$ cat src/design/png_sf_pkg.sv
// Shared types and constants for the PNG scanline filter (None / Up).
// No dependencies; imported by every module of the block except png_sf_ram.
package png_sf_pkg;

  localparam int ROW_BYTES_W = 14;

  localparam logic [ROW_BYTES_W-1:0] ROW_BYTES_RST = ROW_BYTES_W'(4);

  // Command codes carried in the mode field
  localparam logic [1:0] MODE_PUSH      = 2'd0;
  localparam logic [1:0] MODE_PULL      = 2'd1;
  localparam logic [1:0] MODE_NEW_IMAGE = 2'd2;

  // PNG filter-type bytes
  localparam logic [7:0] FILT_NONE = 8'd0;
  localparam logic [7:0] FILT_UP   = 8'd2;

  typedef struct packed {
    logic [1:0] mode;
    logic [7:0] pixel_byte;
  } in_item_t;

  typedef struct packed {
    logic [7:0] out_byte;
    logic       out_valid;
    logic       row_last;
    logic       accepted;
  } out_result_t;

  // Control from the sequencer to the byte datapath
  typedef struct packed {
    logic bank_sel;
    logic prev_zero;
    logic rows_equal;
    logic type_slot;
  } dp_ctl_t;

endpackage

$ cat src/design/png_sf_dp.sv
// Byte datapath: picks current and previous row bytes from the two banks,
// forms the filtered byte and the row-equality compare. Uses png_sf_pkg.
module png_sf_dp
  import png_sf_pkg::*;
(
  input  dp_ctl_t    ctl,
  input  logic [7:0] rdata0,
  input  logic [7:0] rdata1,
  input  logic [7:0] pixel_byte,
  output logic [7:0] filt_byte,
  output logic       mismatch
);

  logic [7:0] cur_byte;
  logic [7:0] prev_byte;

  assign cur_byte  = ctl.bank_sel ? rdata1 : rdata0;
  // first row of an image compares against zeros
  assign prev_byte = ctl.prev_zero ? 8'd0 : (ctl.bank_sel ? rdata0 : rdata1);
  assign mismatch  = (pixel_byte != prev_byte);

  always_comb begin
    if (ctl.type_slot) begin
      filt_byte = ctl.rows_equal ? FILT_UP : FILT_NONE;
    end else if (ctl.rows_equal) begin
      filt_byte = cur_byte - prev_byte;
    end else begin
      filt_byte = cur_byte;
    end
  end

endmodule

$ cat config.mk
export PLATFORM = sky130hd
export DESIGN_NAME = png_sf_dp
export DESIGN_NICKNAME = d
export VERILOG_FILES = /design/src/design/png_sf_pkg.sv /design/src/design/png_sf_dp.sv
export SDC_FILE = /design/constraint.sdc
export NUM_CORES = 1
export LEC_CHECK = 0
export BUFFER_PORTS_ARGS = -buffer_cell sky130_fd_sc_hd__buf_4
export CAP_MARGIN = 20
export CORE_AREA = 2 2 41 43
export DETAILED_ROUTE_END_ITERATION = 8
export DIE_AREA = 0 0 43 45
export PLACE_DENSITY = 0.87
export SLEW_MARGIN = 25
export SYNTH_ARGS = -nofsm -noshare
export SYNTH_HDL_FRONTEND = slang
export SYNTH_SLANG_ARGS = --single-unit
export TNS_END_PERCENT = 100
$ cat constraint.sdc
create_clock -name vclk -period 5
set_clock_uncertainty 0.15 [all_clocks]
set_input_delay 0.5 -clock vclk [all_inputs]
set_output_delay 0.5 -clock vclk [all_outputs]
set_load 0.1 [all_outputs]
==> results.txt <==
The tools report the post-route DRC violation count as 0. For this block, the routed nets add up to 1970 um of wire. The layout overhead on the synthesized area is 36.3%, and the measured slew at the worst slew-check pin is 283 ps. The logs give 2880 ps for the signal arrival time at the worst endpoint and 0 for the number of setup buffers added after CTS.

The tools report the required time of the critical path as 4350 ps. Post-CTS repair changed the size of 0 cells. The path category of the worst min-delay check is in -> out. Counting the fill cells in the layout gives 126.

Summing internal, switching and leakage power gives 0.172 mW. Setup violations remaining at the end of the flow were counted as 0. The library cell used most frequently in the layout, excluding fill and tap cells, is sky130_fd_sc_hd__buf_4. The pin count of the biggest net entering global routing came out at 17. Fraction of the yosys area taken by sequential cells: 0.

The total nets after synthesis is 139. The normalized max-slew margin was 0.809; the count of routing violations after the opening detailed-route iteration was 13. Dividing the detail-routed wire length by the instance count gives 12.9 um. The power per cell area was 169 nW/um^2; the number of input and output port buffers inserted was 37. The number of global-route vias before repair was 798.

Routability-driven placement finished with a final weighted congestion of 0.804. The flow ran to the end, and the final reports show no timing, DRC or antenna violations. In the post-route analysis, the smallest setup slack over all paths is 1470 ps. The first TritonRoute pass finished after 4 iterations. The peak supply drop is 0.109 mV. Setup repair after global routing left no endpoint under its margin. Derived from the worst setup path, the maximum achievable clock frequency is 283 MHz.

The overall via count from detail_route is 856, and the biggest fanout along the worst timing path is 16. With fillers left out, the area of the finished cells amounts to 1020 um^2. The chip height came out at 45 um. The via-per-instance ratio was 5.63; the total count of max-transition violations in the final report was 0.

The mean post-synth cell area is 7.25 um^2. In the final timing run, aggregate negative setup slack is 0 ps. There are 0 flip-flops and latches.

The run gives 0 as the initial antenna violation count. STA classifies the critical path endpoint as an output port. Across the run, the number of max-cap violations was 0. Global-route congestion overflow total: 0. Critical path class: in -> out.

The tools report the number of core rows as 14. The logs give 0.508 for the initial core utilization and 0 for the number of warning messages in the yosys log. Timing analysis after detailed placement gives a worst setup slack of 1480 ps. The total routing usage reported by global routing came out at 0.219.

For the total count of hold-check failures in the final report, the log shows 0. The floorplan step set the die width to 43 um. For this run, the post-layout net count is 174. The number of diodes added for antenna fixing came out at 0. The floorplan step defined a die boundary enclosing 1940 um^2. Placed wire-length estimate: 1660 um. The top cell types in the final layout, fill and taps aside, are sky130_fd_sc_hd__buf_4 (37), sky130_fd_sc_hd__nor2_1 (11), sky130_fd_sc_hd__mux2i_1 (10), sky130_fd_sc_hd__nand2_1 (9), sky130_fd_sc_hd__xnor2_1 (8).

For the count of nets left with antenna violations after detail routing, the log shows 0. For the static leakage, the log shows 0.486 nW. The layout has 0 clock buffers. The quantity of hold-fixing buffers added after cts was 0. The post-route fraction of the period consumed by the critical path works out to 0.707. Summing all placed instances gives a cell area of 1020 um^2. The fraction of layout instances using a drive strength above 1 works out to 0.360. The number of non-filler instances in the completed layout is 152, and the first-pass GRT wire length is 3410 um.

Synthesis produced a netlist whose cell count is 103. The run gives 37 as the I/O pin count. The post-synthesis cell type count is 31. The register cell area after layout came out at 0 um^2. Subtracting the final worst setup slack from the clock period gives 3530 ps. The final-layout worst hold slack was 1290 ps. Counting tap cells, the placed design contains a total of 152 instances. STA classifies the critical path startpoint as an input port.

Core utilization of the finished layout: 0.692. The total area inside the core boundary comes to 1470 um^2. In this run the cell area of the synthesized design comes to 747 um^2.
[critical path: stages]
cell and delay, ps:
sky130_fd_sc_hd__buf_4 230, sky130_fd_sc_hd__mux2i_1 290, sky130_fd_sc_hd__ha_1 200, sky130_fd_sc_hd__inv_1 50, sky130_fd_sc_hd__fa_1 390, sky130_fd_sc_hd__a21o_1 200, sky130_fd_sc_hd__a211oi_1 250, sky130_fd_sc_hd__nor2_1 100
sky130_fd_sc_hd__nor4_1 240, sky130_fd_sc_hd__a311o_1 150, sky130_fd_sc_hd__buf_4 280
[Yosys cell counts, drive strengths merged (2+ instances only)]
| cell type | instances | area, um^2 |
|---|---|---|
| nor2 | 11 | 41.3 |
| buf | 2 | 18.8 |
| or3 | 2 | 12.5 |
| clkbuf | 2 | 7.51 |
| xnor2 | 8 | 70.1 |
| or2 | 6 | 37.5 |
| a21o | 2 | 15.0 |
| o21ai | 6 | 30.0 |
| a211oi | 4 | 30.0 |
| nand2b | 2 | 12.5 |
| ha | 7 | 87.6 |
| a21oi | 5 | 25.0 |
| inv | 3 | 11.3 |
| nor4 | 3 | 18.8 |
| mux2i | 10 | 100 |
| nand2 | 9 | 33.8 |
| xor2 | 3 | 26.3 |
| mux2 | 6 | 67.6 |
[final cells by class]
type | count | area, um^2 | share of cell area
timing repair buffer | 37 | 278 | 0.273
multi-input combinational | 96 | 709 | 0.697
inverter | 3 | 11.3 | 0.0111
tap | 16 | 20.0 | 0.0197
[cells by family after synthesis]
logic type	share of synthesized area
buffers and inverters	0.0503
AND/OR/NAND/NOR	0.271
adder cells (fa/ha/maj)	0.144
multiplexers	0.224
AO/OA/AOI/OAI	0.181
XOR/XNOR	0.129
[worst paths after layout]
path                  startpoint           end  slack (ps)  cells past startpoint
worst max-delay path      ctl[3]  filt_byte[6]        1470                     11
worst min-delay path      ctl[0]  filt_byte[4]        1290                      3
[where the power goes]
group | internal [mW] | switching [mW]
registers | 0 | 0
clock network | 0 | 0
logic | 0.0628 | 0.110
total | 0.0628 | 0.110
[per-layer routing]
metal | share of wire | GRT usage | wire [um]
met1 | 0.47 | 0.288 | 919
met2 | 0.47 | 0.406 | 923
met3 | 0.063 | 0.0240 | 123
met4 | 0 | 0.0121 | 0
met5 | 0 | 0 | 0
Power figures use the tool's default switching activity.
